### src/rtl/utfsv_pkg.sv
// ----------------------------------------------------------------------------
// UTF-8 source validator package
// Shared widths, fault codes and the result record passed to the top level.
// ----------------------------------------------------------------------------
package utfsv_pkg;

    // Counter widths
    localparam int OFFSET_BITS     = 32;
    localparam int LINE_COUNT_BITS = 32;

    // Reported field widths
    localparam int KIND_W     = 4;
    localparam int OUT_OFF_W  = 32;
    localparam int OUT_LINE_W = 32;
    localparam int OUT_DATA_W = 72;  // 70 payload bits padded to bytes

    typedef logic [KIND_W-1:0]          t_kind;
    typedef logic [OFFSET_BITS-1:0]     t_pos;
    typedef logic [LINE_COUNT_BITS-1:0] t_tally;

    // Fault kinds
    localparam t_kind K_NONE     = 4'd0;
    localparam t_kind K_STRAY    = 4'd1;
    localparam t_kind K_OVERLONG = 4'd2;
    localparam t_kind K_RANGE    = 4'd3;
    localparam t_kind K_BADLEAD  = 4'd4;
    localparam t_kind K_TRUNC    = 4'd5;
    localparam t_kind K_BADCONT  = 4'd6;
    localparam t_kind K_SURR     = 4'd7;
    localparam t_kind K_LARGE    = 4'd8;

    // Byte-order mark progress: MARK_DONE ends the search
    localparam logic [1:0] MARK_DONE = 2'd3;

    // Byte values used by the rules
    localparam logic [7:0] B_NEWLINE = 8'h0A;
    localparam logic [7:0] B_BOM0    = 8'hEF;
    localparam logic [7:0] B_BOM1    = 8'hBB;
    localparam logic [7:0] B_BOM2    = 8'hBF;
    localparam logic [7:0] B_E0      = 8'hE0;
    localparam logic [7:0] B_ED      = 8'hED;
    localparam logic [7:0] B_F0      = 8'hF0;
    localparam logic [7:0] B_F4      = 8'hF4;

    // Result record
    typedef struct packed {
        logic                  source_ok;
        t_kind                 error_kind;
        logic [OUT_OFF_W-1:0]  error_offset;
        logic [OUT_LINE_W-1:0] line_total;
        logic                  has_bom;
    } t_result;

endpackage

### src/rtl/utfsv_core.sv
// ----------------------------------------------------------------------------
// UTF-8 source validator core
// Decoder state registers and the per-byte rule logic; one byte per step.
// ----------------------------------------------------------------------------
module utfsv_core
    import utfsv_pkg::*;
(
    input  logic       i_clk,
    input  logic       i_rst_n,
    input  logic       i_step,      // registered item is consumed this cycle
    input  logic [7:0] i_byte,
    input  logic       i_present,
    input  logic       i_last,
    output t_result    o_result     // valid when i_step and i_last
);

    localparam t_tally TALLY_MAX = '1;

    // State
    t_pos       r_pos, n_pos;
    logic [1:0] r_exp, n_exp;
    logic [2:0] r_width, n_width;
    logic [7:0] r_lead, n_lead;
    t_pos       r_lead_pos, n_lead_pos;
    t_kind      r_held_kind, n_held_kind;
    t_pos       r_held_pos, n_held_pos;
    logic       r_fault_final, n_fault_final;
    t_tally     r_tally, n_tally;
    logic [1:0] r_mark_stage, n_mark_stage;
    logic       r_mark_seen, n_mark_seen;
    logic       r_large_seen, n_large_seen;
    t_pos       r_large_pos, n_large_pos;

    // Next state and result
    always_comb begin
        logic [7:0] v_mark;
        logic       v_second;
        t_kind      v_k;
        t_kind      v_kind;
        t_pos       v_where;

        n_pos         = r_pos;
        n_exp         = r_exp;
        n_width       = r_width;
        n_lead        = r_lead;
        n_lead_pos    = r_lead_pos;
        n_held_kind   = r_held_kind;
        n_held_pos    = r_held_pos;
        n_fault_final = r_fault_final;
        n_tally       = r_tally;
        n_mark_stage  = r_mark_stage;
        n_mark_seen   = r_mark_seen;
        n_large_seen  = r_large_seen;
        n_large_pos   = r_large_pos;
        v_second      = 1'b0;
        v_k           = K_NONE;
        v_kind        = K_NONE;
        v_where       = '0;

        unique case (r_mark_stage)
            2'd0:    v_mark = B_BOM0;
            2'd1:    v_mark = B_BOM1;
            default: v_mark = B_BOM2;
        endcase

        if (i_step && i_present && !r_fault_final) begin
            n_pos = r_pos + 1'b1;

            // Byte-order mark tracking
            if (r_mark_stage != MARK_DONE) begin
                if (i_byte == v_mark) begin
                    n_mark_stage = r_mark_stage + 2'd1;
                    if (r_mark_stage == 2'd2) n_mark_seen = 1'b1;
                end else begin
                    n_mark_stage = MARK_DONE;
                end
            end

            // Line counting, first overflow remembered
            if (i_byte == B_NEWLINE) begin
                if (r_tally == TALLY_MAX) begin
                    if (!r_large_seen) begin
                        n_large_seen = 1'b1;
                        n_large_pos  = r_pos;
                    end
                end else begin
                    n_tally = r_tally + 1'b1;
                end
            end

            if (r_exp == 2'd0) begin
                // Lead byte classification
                priority if (i_byte <= 8'h7F) begin
                end else if (i_byte <= 8'hBF) begin
                    n_held_kind = K_STRAY; n_held_pos = r_pos; n_fault_final = 1'b1;
                end else if (i_byte <= 8'hC1) begin
                    n_held_kind = K_OVERLONG; n_held_pos = r_pos; n_fault_final = 1'b1;
                end else if (i_byte >= 8'hF8) begin
                    n_held_kind = K_BADLEAD; n_held_pos = r_pos; n_fault_final = 1'b1;
                end else if (i_byte >= 8'hF5) begin
                    n_held_kind = K_RANGE; n_held_pos = r_pos; n_fault_final = 1'b1;
                end else begin
                    if (i_byte <= 8'hDF) begin
                        n_width = 3'd2;
                        n_exp   = 2'd1;
                    end else if (i_byte <= 8'hEF) begin
                        n_width = 3'd3;
                        n_exp   = 2'd2;
                    end else begin
                        n_width = 3'd4;
                        n_exp   = 2'd3;
                    end
                    n_lead     = i_byte;
                    n_lead_pos = r_pos;
                end
            end else begin
                // Continuation byte; fault held until the sequence completes
                if (r_held_kind == K_NONE) begin
                    v_second = (r_width - {1'b0, r_exp}) == 3'd1;
                    priority if (i_byte < 8'h80 || i_byte > 8'hBF) v_k = K_BADCONT;
                    else if (v_second && r_lead == B_E0 && i_byte < 8'hA0) v_k = K_OVERLONG;
                    else if (v_second && r_lead == B_ED && i_byte >= 8'hA0) v_k = K_SURR;
                    else if (v_second && r_lead == B_F0 && i_byte < 8'h90) v_k = K_OVERLONG;
                    else if (v_second && r_lead == B_F4 && i_byte > 8'h8F) v_k = K_RANGE;
                    else v_k = K_NONE;
                    if (v_k != K_NONE) begin
                        n_held_kind = v_k;
                        n_held_pos  = r_pos;
                    end
                end
                n_exp = r_exp - 2'd1;
                if (r_exp == 2'd1 && n_held_kind != K_NONE) n_fault_final = 1'b1;
            end
        end

        // Close of source: report from post-byte state
        priority if (n_fault_final) begin
            v_kind  = n_held_kind;
            v_where = n_held_pos;
        end else if (n_exp != 2'd0) begin
            v_kind  = K_TRUNC;
            v_where = n_lead_pos;
        end else if (n_large_seen) begin
            v_kind  = K_LARGE;
            v_where = n_large_pos;
        end else begin
            v_kind  = K_NONE;
            v_where = '0;
        end

        o_result.source_ok    = (v_kind == K_NONE);
        o_result.error_kind   = v_kind;
        o_result.error_offset = OUT_OFF_W'(v_where);
        o_result.line_total   = (v_kind == K_NONE) ? OUT_LINE_W'(n_tally) : '0;
        o_result.has_bom      = (v_kind == K_NONE) && n_mark_seen;

        // Back to the reset state for the next source
        if (i_step && i_last) begin
            n_pos         = '0;
            n_exp         = 2'd0;
            n_width       = 3'd0;
            n_lead        = 8'd0;
            n_lead_pos    = '0;
            n_held_kind   = K_NONE;
            n_held_pos    = '0;
            n_fault_final = 1'b0;
            n_tally       = t_tally'(1);
            n_mark_stage  = 2'd0;
            n_mark_seen   = 1'b0;
            n_large_seen  = 1'b0;
            n_large_pos   = '0;
        end
    end

    // State registers
    always_ff @(posedge i_clk) begin
        if (!i_rst_n) begin
            r_pos         <= '0;
            r_exp         <= 2'd0;
            r_width       <= 3'd0;
            r_lead        <= 8'd0;
            r_lead_pos    <= '0;
            r_held_kind   <= K_NONE;
            r_held_pos    <= '0;
            r_fault_final <= 1'b0;
            r_tally       <= t_tally'(1);
            r_mark_stage  <= 2'd0;
            r_mark_seen   <= 1'b0;
            r_large_seen  <= 1'b0;
            r_large_pos   <= '0;
        end else begin
            r_pos         <= n_pos;
            r_exp         <= n_exp;
            r_width       <= n_width;
            r_lead        <= n_lead;
            r_lead_pos    <= n_lead_pos;
            r_held_kind   <= n_held_kind;
            r_held_pos    <= n_held_pos;
            r_fault_final <= n_fault_final;
            r_tally       <= n_tally;
            r_mark_stage  <= n_mark_stage;
            r_mark_seen   <= n_mark_seen;
            r_large_seen  <= n_large_seen;
            r_large_pos   <= n_large_pos;
        end
    end

    // Checks
    a_final_has_kind: assert property (@(posedge i_clk) disable iff (!i_rst_n)
        r_fault_final |-> (r_held_kind != K_NONE))
        else $error("final fault without a kind");

    a_exp_in_width: assert property (@(posedge i_clk) disable iff (!i_rst_n)
        (r_exp != 2'd0) |-> ({1'b0, r_exp} < r_width))
        else $error("pending count exceeds sequence width");

    a_mark_done: assert property (@(posedge i_clk) disable iff (!i_rst_n)
        r_mark_seen |-> (r_mark_stage == MARK_DONE))
        else $error("mark seen before match finished");

    a_clear_after_last: assert property (@(posedge i_clk) disable iff (!i_rst_n)
        (i_step && i_last) |=> (r_pos == '0 && r_exp == 2'd0 && !r_fault_final))
        else $error("state not cleared after source close");

    a_ok_no_kind: assert property (@(posedge i_clk) disable iff (!i_rst_n)
        o_result.source_ok |-> (o_result.error_kind == K_NONE && !r_fault_final))
        else $error("ok result with a fault");

endmodule

### src/rtl/utf8_source_validator.sv
// ----------------------------------------------------------------------------
// UTF-8 source validator
// Streams one source byte per cycle save stalled closing items, and reports
// the first fault, line count and byte-order mark on the item marked last.
//
//  channel | dir | tdata                       | tuser        | tlast
//  s_axis  | in  | [7:0] data_byte             | byte_present | last_item
//  m_axis  | out | see port comment            | -            | -
//
// One byte per cycle sustained but for stalled closing items: input register,
// rule logic, result register; a closing item's step registers its result.
// Reset is synchronous, active low; the decoder returns to its start state.
// A stalled result holds the input stage only when the stage holds a closing
// item; other items keep flowing.
// ----------------------------------------------------------------------------
module utf8_source_validator
    import utfsv_pkg::*;
(
    input  logic                  i_clk,
    input  logic                  i_rst_n,
    input  logic                  s_axis_tvalid,
    output logic                  s_axis_tready,
    input  logic [7:0]            s_axis_tdata,  // [7:0] data_byte
    input  logic                  s_axis_tuser,  // [0] byte_present
    input  logic                  s_axis_tlast,  // last_item
    output logic                  m_axis_tvalid,
    input  logic                  m_axis_tready,
    // [0] source_ok, [4:1] error_kind, [36:5] error_offset,
    // [68:37] line_total, [69] has_bom, [71:70] zero
    output logic [OUT_DATA_W-1:0] m_axis_tdata
);

    logic       r_in_valid;
    logic [7:0] r_in_byte;
    logic       r_in_present;
    logic       r_in_last;
    logic       r_out_valid;
    t_result    r_out;
    t_result    w_result;
    logic       w_out_free;
    logic       w_adv;

    // Handshake: closing items wait for a free result slot
    assign w_out_free    = !r_out_valid || m_axis_tready;
    assign w_adv         = r_in_valid && (!r_in_last || w_out_free);
    assign s_axis_tready = !r_in_valid || w_adv;

    // Input register
    always_ff @(posedge i_clk) begin
        if (!i_rst_n) begin
            r_in_valid <= 1'b0;
        end else if (s_axis_tready) begin
            r_in_valid <= s_axis_tvalid;
        end
    end

    always_ff @(posedge i_clk) begin
        if (s_axis_tvalid && s_axis_tready) begin
            r_in_byte    <= s_axis_tdata;
            r_in_present <= s_axis_tuser;
            r_in_last    <= s_axis_tlast;
        end
    end

    // Decoder
    utfsv_core u_core (
        .i_clk     (i_clk),
        .i_rst_n   (i_rst_n),
        .i_step    (w_adv),
        .i_byte    (r_in_byte),
        .i_present (r_in_present),
        .i_last    (r_in_last),
        .o_result  (w_result)
    );

    // Result register
    always_ff @(posedge i_clk) begin
        if (!i_rst_n) begin
            r_out_valid <= 1'b0;
        end else if (w_adv && r_in_last) begin
            r_out_valid <= 1'b1;
        end else if (m_axis_tready) begin
            r_out_valid <= 1'b0;
        end
    end

    always_ff @(posedge i_clk) begin
        if (w_adv && r_in_last) r_out <= w_result;
    end

    assign m_axis_tvalid = r_out_valid;
    assign m_axis_tdata  = {2'b00, r_out.has_bom, r_out.line_total, r_out.error_offset,
                            r_out.error_kind, r_out.source_ok};

endmodule

### config.mk
export PLATFORM = sky130hd
export DESIGN_NAME = utf8_source_validator
export DESIGN_NICKNAME = d
export VERILOG_FILES = /design/src/rtl/utfsv_pkg.sv /design/src/rtl/utfsv_core.sv /design/src/rtl/utf8_source_validator.sv
export SDC_FILE = /design/constraint.sdc
export NUM_CORES = 1
export LEC_CHECK = 0
export BUFFER_PORTS_ARGS = -buffer_cell sky130_fd_sc_hd__buf_2
export CAP_MARGIN = 20
export CORE_AREA = 2 2 156 120
export DETAILED_ROUTE_END_ITERATION = 7
export DIE_AREA = 0 0 158 122
export PLACE_DENSITY = 0.83
export SLEW_MARGIN = 20
export SYNTH_ARGS = -nofsm -noshare
export SYNTH_HDL_FRONTEND = slang
export SYNTH_SLANG_ARGS = --single-unit
export TNS_END_PERCENT = 100
### constraint.sdc
create_clock -name i_clk -period 10.52 [get_ports i_clk]
set_input_delay 1.578 -clock i_clk [delete_from_list [all_inputs] [get_ports i_clk]]
set_output_delay 1.578 -clock i_clk [all_outputs]
set_load 0.005 [all_outputs]
==> results of run 1 <==
## how the worst max path moves through the flow
stage / to / cells after the start
floorplan: u_core.r_held_pos[21]$_SDFF_PP0_ / 5
global placement: m_axis_tdata[68]$_SDFFCE_PP0P_ / 9
detailed placement: m_axis_tdata[47]$_SDFFCE_PP0P_ / 8
CTS: m_axis_tdata[47]$_SDFFCE_PP0P_ / 8
global route: m_axis_tdata[39]$_SDFFCE_PP0P_ / 8
finish: m_axis_tdata[59]$_SDFFCE_PP0P_ / 9
## stage by stage
step	power (mW)	instance area, µm²	setup slack [ns]	hold slack, ns	utilization [%]
after floorplan	1.13	11200	4.92	0.432	-
after global placement	1.15	11700	5.99	0.445	64.9
after detailed placement	1.15	11700	5.79	0.453	64.9
after CTS	2.13	12600	6.32	0.470	69.9
after global routing	2.18	12600	6.04	0.493	69.9
final	2.11	12600	6.30	0.466	69.9
## cell families (layout without fill, tap and decap cells)
kind of cell / count (synthesis) / after routing / share of synthesized area, %
muxes: 96 / 96 / 8.97
AOI/OAI and AO/OA: 92 / 92 / 7.92
DFF: 264 / 264 / 54.6
xor gates and xnor gates: 63 / 63 / 4.95
other: 1 / 2 / 0.0336
adders and majority gates: 9 / 9 / 1.08
buffers and inverters: 78 / 154 / 3.46
and+or+nand+nor: 446 / 446 / 19.0
## Yosys cell counts, types with 10 or more instances
| cell | count | share of area (%) |
|---|---|---|
| nand3_1 | 29 | 1.3 |
| nand2_1 | 87 | 2.9 |
| and3_1 | 10 | 0.56 |
| xor2_1 | 33 | 2.6 |
| clkbuf_1 | 32 | 1.1 |
| dfxtp_1 | 184 | 33 |
| nor2_1 | 171 | 5.8 |
| o221ai_2 | 30 | 4.0 |
| buf_2 | 20 | 0.90 |
| edfxtp_1 | 80 | 22 |
| inv_1 | 16 | 0.54 |
| nor3_1 | 44 | 2.0 |
| xnor2_1 | 30 | 2.4 |
| and2_1 | 36 | 2.0 |
| nand4_1 | 17 | 0.95 |
| a21oi_1 | 21 | 0.94 |
| mux2_2 | 31 | 3.1 |
| mux2i_1 | 65 | 5.8 |
## flip-flops by register name, indices dropped and copies added (netlist names), 2 cells and up
name / count
u_core.r_width: 3
m_axis_tdata: 70
u_core.r_mark_stage: 2
u_core.r_held_kind: 4
u_core.r_large_pos: 32
u_core.r_tally: 32
r_in_byte: 8
u_core.r_held_pos: 32
u_core.r_lead: 8
u_core.r_pos: 32
u_core.r_lead_pos: 32
u_core.r_exp: 2
## power breakdown
group	internal (mW)	total [mW]	switching [mW]	leakage, nW
Sequential	1.06	1.07	0.00846	2.16
Clock	0.609	0.982	0.373	0.438
Combinational	0.0195	0.0647	0.0453	2.18
## final cells by class
| type | count | share of cell area (%) |
|---|---|---|
| Multi-Input combinational cell | 708 | 37.6 |
| Tap cell | 247 | 2.46 |
| Clock buffer | 30 | 5.13 |
| Inverter | 16 | 0.478 |
| Sequential cell | 264 | 48.4 |
| Timing Repair Buffer | 92 | 3.80 |
| Clock inverter | 16 | 2.05 |
## tightest hold or removal path, cell delays in order (launching register included)
cell and delay [ns]:
dfxtp_1 0.32, nor2_1 0.04, nor2_1 0.07
## layer usage
layer | vias up | track usage (%)
met1 | 3814 | 35.7
met5 | - | 0
li1 | 3791 | -
met2 | 266 | 38.8
met3 | 39 | 3.63
met4 | 0 | 5.35
==> key figures, run 1 <==
Run status
  – Outcome: finished, final reports clean

Die
  – Die width: 158 µm
  – IO Pins: 88
  – Die Y: 122 µm
  – Core area: 18000 µm²
  – FP Rows: 43
  – Die area: 19300 µm²
  – Initial Utilization: 62.0%

Placement
  – Placed cells: 1327
  – DP HPWL: 14000 µm
  – Placer congestion estimate: 0.926
  – IO buf count: 85

Power and ir drop
  – Worst vdd ir: 0.118 mV
  – Pleak: 4.78 nW
  – PwrDens: 168 nW/µm²

Final layout
  – Ant. Diodes: 0
  – Commonest non-fill, non-tap cell in the layout: dfxtp_1
  – Share of cells above drive strength 1: 19.2%
  – Synth-to-Final Area Change: 12.7%
  – Fill count: 1343
  – Most frequent cells in the layout: 184 x dfxtp_1, 170 x nor2_1, 86 x nand2_1
  – Final net count: 1130
  – Sequential cell area: 6090 µm²
  – Multi-input gate area: 4730 µm²
  – Final instance count without filler cells: 1373

Route
  – DR WL met2: 10600 µm
  – Met3 Routed Length: 1330 µm
  – DRT antenna net count: 0
  – Max layer used: met4
  – Post-DR wirelength/cell: 16.8 µm
  – DRC viols: 0
  – DRT Pass-1 Iters: 5
  – Via density: 5.76
  – Met1 WL: 10700 µm
  – WL final: 23100 µm
  – DR vias: 7910
  – Initial drt markers: 708

Worst setup path
  – CP endpoint kind: flop
  – Crit path max fanout: 35
  – Buffers & Inverters on Critical Path: 2
  – Reg2reg setup slack: 6.57 ns
  – CP max stage cell: or4_2
  – CP delay by family, top: simple AND/OR/NAND/NOR gates
  – Crit. Startpoint: m_axis_tready
  – FF-to-FF End: m_axis_tdata[59]$_SDFFCE_PP0P_
  – Worst r2r src: u_core.r_exp[0]$_SDFF_PP0_
  – CP arrival: 4.44 ns
  – Reg2reg path depth: 9
  – Crit start category: primary input
  – Critical-path cell list: buf_2, nand3b_1, nand4b_1, nor2_2, a31oi_1, or4_2, buf_4, nand2_4, nor3_1
  – Crit Path Category: in -> reg
  – CP required: 10.74 ns
  – Crit-path max cell delay: 0.58 ns

Synth
  – Synth unique cells: 60
  – Syn avg cell area: 10.6 µm²
  – Ys flop type: dfxtp_1
  – Synthesized flop and latch total: 264
  – Async SR Flop Fraction: 0%
  – Ys Warns: 0
  – Syn Inst Count: 1049
  – Post-synth EDFFs: 80
  – Sequential share of the synthesized area: 54.6%
  – Mapped Area: 11100 µm²

STA
  – Post-route minimum period: 4.22 ns
  – Final setup viols: 0
  – Highest clock rate: 237 MHz
  – Worst Clk Skew: 0.0116 ns
  – Final worst path period share: 40.1%
  – Slew HR: 26.5%
  – Unrepaired setup endpoints after global routing: false
  – Final hold viol count: 0
  – Setup TNS: 0 ns
  – Fin. max-slew vios: 0
  – Worst Max-Slew Pin Slew: 1.10 ns

CTS
  – Setup bufs post-CTS: 0
  – Max clock buf depth: 3
  – # H-tree levels: 1
  – Reg clk slew, reported paths: 0.06 ns
  – CTS tree: built
  – Clock buffer count from CTS: 25
  – CTS root buffer: clkbuf_16
  – Hold_buf cts: 0
  – Post_cts resized: 0
  – CTS Sinks: 264
  – Clock Latency Late Sink: 0.52 ns

Global routing
  – Vias in the first global route: 7503
  – Initial antenna violation count: 0
  – Largest net degree at the start of global routing: 95
  – GRT Total Usage: 24.4%
  – GR Overflow Total: 0
  – First-pass GRT wire length: 37800 µm

Hold path
  – Hold path depth: 2
  – Hold worst-path end: u_core.r_lead[6]$_SDFFE_PP0P_
  – HP Class: reg -> reg
  – HP Start: u_core.r_lead[6]$_SDFFE_PP0P_

Job
  – Max-cap violations: 0
(Power assumes the default switching activity.)
==> run 2: changes to the inputs <==
ABC_AREA = 1   (was default)
CORE_AREA = 2 2 178 136   (was 2 2 156 120)
DIE_AREA = 0 0 180 138   (was 0 0 158 122)
PLACE_DENSITY = 0.76   (was 0.83)
clock period = 3.4 ns   (was 10.52 ns; I/O delays follow)
==> key figures, run 2 <==
STA
  – Slew HR: 33.3%
  – Final hold viol count: 0
  – Worst Clk Skew: 0.0176 ns
  – Unrepaired setup endpoints after global routing: false
  – Post-route minimum period: 3.06 ns
  – Hold WS: 0.148 ns
  – Final worst path period share: 90.0%
  – Final setup viols: 0
  – Fin. max-slew vios: 0
  – Highest clock rate: 327 MHz
  – Setup TNS: 0 ns
  – Worst Max-Slew Pin Slew: 0.999 ns

Synth
  – Syn Inst Count: 1589
  – Yosys top cell area share: 29.5%
  – Area contributors post-synth: dfxtp_1 29%, edfxtp_1 19%, o21ai_0 8.2%, nor2_1 7.6%, nand2_1 6.4%
  – Mapped Area: 12500 µm²
  – Synthesized flop and latch total: 264
  – Ys Warns: 0
  – Area leader, netlist: dfxtp_1
  – Count leader, synth: nor2_1
  – Sequential share of the synthesized area: 48.7%
  – Post-synth EDFFs: 80
  – Top cells by count, synth: 253 x nor2_1, 213 x nand2_1, 205 x o21ai_0
  – Async SR Flop Fraction: 0%
  – Syn avg cell area: 7.86 µm²
  – Synth unique cells: 45
  – Ys flop type: dfxtp_1

Power and ir drop
  – PwrDens: 471 nW/µm²
  – Pleak: 5.19 nW
  – Worst vdd ir: 0.347 mV

Global routing
  – Initial antenna violation count: 0
  – Largest net degree at the start of global routing: 154
  – Met1 Use GR: 33.7%
  – Met2 usage: 34.0%
  – Vias in the first global route: 9577
  – Busiest grt layer: met2
  – GRT Total Usage: 22.3%
  – Met3 Track Usage GR: 2.77%
  – First-pass GRT wire length: 47200 µm
  – GR Overflow Total: 0

CTS
  – Setup bufs post-CTS: 0
  – CTS Sinks: 264
  – CTS root buffer: clkbuf_16
  – Clock Latency Late Sink: 0.53 ns
  – Max clock buf depth: 3
  – # H-tree levels: 1
  – Reg clk slew, reported paths: 0.06 ns
  – Clock buffer count from CTS: 26
  – CTS tree: built

Final layout
  – Share of cells above drive strength 1: 12.1%
  – Final instance count without filler cells: 1969
  – Most frequent cells in the layout: 252 x nor2_1, 211 x nand2_1, 205 x o21ai_0
  – Synth-to-Final Area Change: 12.0%
  – Commonest non-fill, non-tap cell in the layout: nor2_1
  – Ant. Diodes: 0
  – Max FFs per register: 70
  – Design Area, Final: 14000 µm²
  – Final net count: 1666

Route
  – Post-DR wirelength/cell: 14.3 µm
  – DRT Pass-1 Iters: 5
  – DRT antenna net count: 0
  – WL final: 28100 µm
  – Initial drt markers: 1043
  – Via density: 5.34
  – DR vias: 10500
  – DRC viols: 0

Job
  – Max-cap violations: 0

Worst setup path
  – CP required: 3.66 ns
  – Crit start category: flop
  – Worst setup endpoint: m_axis_tdata[28]$_DFFE_PP_
  – Reg2reg setup slack: 0.34 ns
  – Worst r2r src: u_core.r_width[0]$_SDFFE_PP0P_
  – Crit path max fanout: 32
  – FF-to-FF End: m_axis_tdata[28]$_DFFE_PP_
  – Crit Path Category: reg -> reg
  – Crit. Startpoint: u_core.r_width[0]$_SDFFE_PP0P_
  – CP endpoint kind: flop
  – CP arrival: 3.32 ns
  – Reg2reg path depth: 19

Die
  – Die Y: 138 µm
  – Initial Utilization: 53.5%
  – Die width: 180 µm
  – FP Rows: 49
  – IO Pins: 88
  – Die area: 24800 µm²
  – Core area: 23400 µm²

Placement
  – Placed cells: 1921
  – DP HPWL: 17800 µm
  – Placer congestion estimate: 0.907
  – IO buf count: 85
  – Dpl cell area: 13200 µm²

Run status
  – Outcome: finished, final reports clean

Hold path
  – HP Class: in -> reg
-- run 2: how the worst min path moves through the flow --
stage,start,to,slack [ns],cells past startpoint
after detailed placement,u_core.r_held_kind[3]$_SDFF_PP0_,u_core.r_held_kind[3]$_SDFF_PP0_,0.47,2
after global placement,u_core.r_held_kind[3]$_SDFF_PP0_,u_core.r_held_kind[3]$_SDFF_PP0_,0.47,2
after global routing,s_axis_tlast,r_in_last$_DFFE_PP_,0.14,1
final,s_axis_tdata[1],r_in_byte[1]$_DFFE_PP_,0.15,1
after CTS,s_axis_tdata[1],r_in_byte[1]$_DFFE_PP_,0.13,1
after floorplan,u_core.r_held_kind[3]$_SDFF_PP0_,u_core.r_held_kind[3]$_SDFF_PP0_,0.44,2
-- run 2: power breakdown --
part           total, mW  leakage [nW]  internal (mW)  switching, mW
sequential          3.32          2.31           3.29         0.0303
clock               2.75         0.398           1.54           1.21
combinational      0.506          2.48          0.153          0.353
-- run 2: cell type report --
cell class                      count  area [µm²]
Fill cell                        2064        9370
Sequential cell                   264        6090
Multi-Input combinational cell   1056        5320
Clock buffer                       34         743
Inverter                          193         724
Timing Repair Buffer              102         653
Tap cell                          306         383
Clock inverter                     14        75.1
-- run 2: metrics by stage --
stage / utilization, % / total power [mW] / setup slack (ns)
6_report: 59.9 / 6.58 / 0.339
2_1_floorplan: - / 3.76 / 0.677
3_3_place_gp: 56.4 / 3.88 / 0.408
4_1_cts: 59.9 / 6.63 / 0.329
3_5_place_dp: 56.4 / 3.89 / 0.341
5_1_grt: 59.9 / 6.81 / 0.0308
-- run 2: worst max-delay path: stages, from the launching register on --
cell	delay, ns
dfxtp_1	0.33
inv_1	0.05
ha_1	0.20
fa_1	0.48
inv_1	0.04
nor2_1	0.12
inv_1	0.07
nor2_2	0.16
nand2_1	0.06
nor2_1	0.10
nor2_1	0.05
nor2_1	0.13
nor2_1	0.05
nand3_1	0.08
nand2_2	0.08
nand3_1	0.12
inv_1	0.05
buf_4	0.27
a21oi_1	0.20
o21ai_0	0.13
-- run 2: cell families (layout without fill, tap and decap cells) --
family          after synthesis  count (layout)  share of synthesized area [%]
mux                           5               5                          0.401
fa+ha+maj                     9               9                          0.962
other cells                   1               2                         0.0300
xor+xnor                     35              35                           2.45
buf+inv                     270             343                           8.86
flops                       264             264                           48.7
compound gates              348             348                           14.9
simple gates                657             657                           23.7
-- run 2: routing by layer --
metal / routed length, µm / part of all wire (%)
met5: 0 / 0
met1: 13700 / 49
met2: 12000 / 43
met4: 580 / 2.1
met3: 1860 / 6.6
-- run 2: timing repair --
action | 4_1_cts | 5_1_grt
hold buffers | 0 | 0
setup endpoints to repair | 0 | 32
resized for setup | 0 | 2
==> run 3: changes to the inputs <==
CORE_AREA = 2 2 177 136   (was 2 2 178 136)
DIE_AREA = 0 0 179 138   (was 0 0 180 138)
SYNTH_HIERARCHICAL = 1   (was default)
==> key figures, run 3 <==
Die
  – Die width: 179 µm
  – Core area: 23200 µm²
  – Die Y: 138 µm
  – Initial Utilization: 53.4%
  – FP Rows: 49
  – IO Pins: 88
  – Die area: 24700 µm²

STA
  – Final setup viols: 0
  – Post-route minimum period: 3.07 ns
  – Final worst path period share: 90.4%
  – Unrepaired setup endpoints after global routing: false
  – Highest clock rate: 325 MHz
  – Slew HR: 49.9%
  – Worst Max-Slew Pin Slew: 0.750 ns
  – Final hold viol count: 0
  – Worst Clk Skew: 0.0157 ns
  – Fin. max-slew vios: 0
  – Setup TNS: 0 ns

Power and ir drop
  – Pleak: 5.17 nW
  – Worst vdd ir: 0.340 mV
  – PwrDens: 480 nW/µm²

Worst setup path
  – Crit start category: flop
  – FF-to-FF End: m_axis_tdata[68]$_DFFE_PP_
  – Crit path max fanout: 28
  – CP endpoint kind: flop
  – CP delay by family, top: simple AND/OR/NAND/NOR gates
  – Crit-path max cell delay: 0.49 ns
  – Critical-path cell list: ha_1, fa_1, inv_1, nor2_1, nand3_1, nor2_1, nand2_1, nand2_1, inv_1, nand2_1, a21oi_2, nand2_1, nand2_1, nand2_2, nand2_1, nand2_1, nor2_2, nand2_4, buf_12, nor2_1
  – Reg2reg setup slack: 0.33 ns
  – Reg2reg path depth: 20
  – Crit Path Category: reg -> reg
  – CP required: 3.69 ns
  – CP arrival: 3.36 ns
  – CP most frequent cell: nand2_1
  – Worst r2r src: u_core/r_exp[0]$_SDFF_PP0_
  – Buffers & Inverters on Critical Path: 3
  – CP max stage cell: fa_1
  – Crit. Startpoint: u_core/r_exp[0]$_SDFF_PP0_

Synth
  – Count leader, synth: nand2_1
  – Post-synth EDFFs: 80
  – Syn Inst Count: 1580
  – Ys flop type: dfxtp_1
  – Top cells by count, synth: 234 x nand2_1, 217 x nor2_1, 213 x o21ai_0
  – Syn avg cell area: 7.86 µm²
  – Yosys top cell area share: 29.7%
  – Ys Warns: 6
  – Synthesized flop and latch total: 264
  – Mapped Area: 12400 µm²
  – Async SR Flop Fraction: 0%
  – Area leader, netlist: dfxtp_1
  – Sequential share of the synthesized area: 49.0%
  – Synth unique cells: 47
  – Area contributors post-synth: dfxtp_1 30%, edfxtp_1 19%, o21ai_0 8.6%, nand2_1 7.1%, nor2_1 6.6%

CTS
  – Setup bufs post-CTS: 0
  – Hold_buf cts: 0
  – Post_cts resized: 0
  – # H-tree levels: 1
  – Clock Latency Late Sink: 0.55 ns
  – Reg clk slew, reported paths: 0.06 ns
  – CTS root buffer: clkbuf_16
  – Max clock buf depth: 3
  – CTS tree: built
  – Clock buffer count from CTS: 27
  – CTS Sinks: 264

Route
  – DR vias: 10800
  – DRC viols: 0
  – DRT Pass-1 Iters: 5
  – Initial drt markers: 1115
  – Post-DR wirelength/cell: 15.2 µm
  – Via density: 5.52
  – WL final: 29800 µm
  – DRT antenna net count: 0

Final layout
  – Ant. Diodes: 0
  – Share of cells above drive strength 1: 12.4%
  – Max FFs per register: 70
  – Commonest non-fill, non-tap cell in the layout: nand2_1
  – Final net count: 1660
  – Fill count: 2029
  – Synth-to-Final Area Change: 12.6%
  – Design Area, Final: 14000 µm²
  – Final Util: 60.2%
  – Most frequent cells in the layout: 233 x nand2_1, 217 x nor2_1, 213 x o21ai_0

Hold path
  – Hold path depth: 1
  – HP Class: in -> reg
  – HP Start: s_axis_tdata[6]
  – Hold worst-path end: r_in_byte[6]$_DFFE_PP_

Placement
  – DP HPWL: 19400 µm
  – Placer congestion estimate: 0.924
  – IO buf count: 85
  – Dpl cell area: 13100 µm²

Global routing
  – GR Overflow Total: 0
  – Largest net degree at the start of global routing: 162
  – Vias in the first global route: 9833
  – Initial antenna violation count: 0
  – GRT Total Usage: 24.0%
  – First-pass GRT wire length: 48700 µm

Run status
  – Outcome: finished, final reports clean

Job
  – Max-cap violations: 0
[run 3: routing by layer]
metal / vias up / global-route usage, % / share of wire (%)
met3: 51 / 3.25 / 7.3
met5: - / 0 / 0
met2: 387 / 35.5 / 43
met4: 0 / 6.25 / 2.0
met1: 5066 / 36.7 / 48
li1: 5330 / - / -
[run 3: logic make-up (layout without fill, tap and decap cells)]
group | count (synthesis) | count (layout) | share of synthesized area, %
adders and majority gates | 9 | 9 | 0.967
DFF | 264 | 264 | 49.0
other | 1 | 2 | 0.0302
and+or+nand+nor | 623 | 623 | 22.4
xor gates and xnor gates | 41 | 41 | 2.89
buffers and inverters | 258 | 335 | 8.33
AOI/OAI and AO/OA | 377 | 377 | 15.8
muxes | 7 | 7 | 0.564
[run 3: stage by stage]
step | setup slack [ns] | cells | hold slack (ns) | power [mW]
floorplan | 0.766 | 1581 | 0.433 | 3.74
global placement | 0.327 | 1914 | 0.447 | 3.86
detailed placement | 0.318 | 1914 | 0.458 | 3.88
CTS | 0.344 | 1964 | 0.129 | 6.75
global route | 0.00178 | 1964 | 0.132 | 6.94
finish | 0.326 | 1964 | 0.143 | 6.72
[run 3: final cells by class]
class	count	area [µm²]	area share, %
clock buffer	39	751	5.37
clock inverter	11	111	0.797
inverter	178	671	4.80
multi-input combinational	1059	5310	38.0
sequential	264	6090	43.5
tap	306	383	2.74
timing repair buffer	107	666	4.76
[run 3: how the worst max path moves through the flow]
stage / slack [ns] / cells after the start / end
after global routing: 0.002 / 20 / m_axis_tdata[38]$_DFFE_PP_
after CTS: 0.34 / 20 / m_axis_tdata[68]$_DFFE_PP_
final: 0.33 / 20 / m_axis_tdata[68]$_DFFE_PP_
after floorplan: 0.77 / 17 / m_axis_tdata[18]$_DFFE_PP_
after detailed placement: 0.32 / 17 / m_axis_tdata[29]$_DFFE_PP_
after global placement: 0.33 / 17 / m_axis_tdata[28]$_DFFE_PP_
[run 3: where the power goes]
part,switching (mW),internal [mW]
registers,0.0327,3.31
clock network,1.22,1.68
logic,0.338,0.138
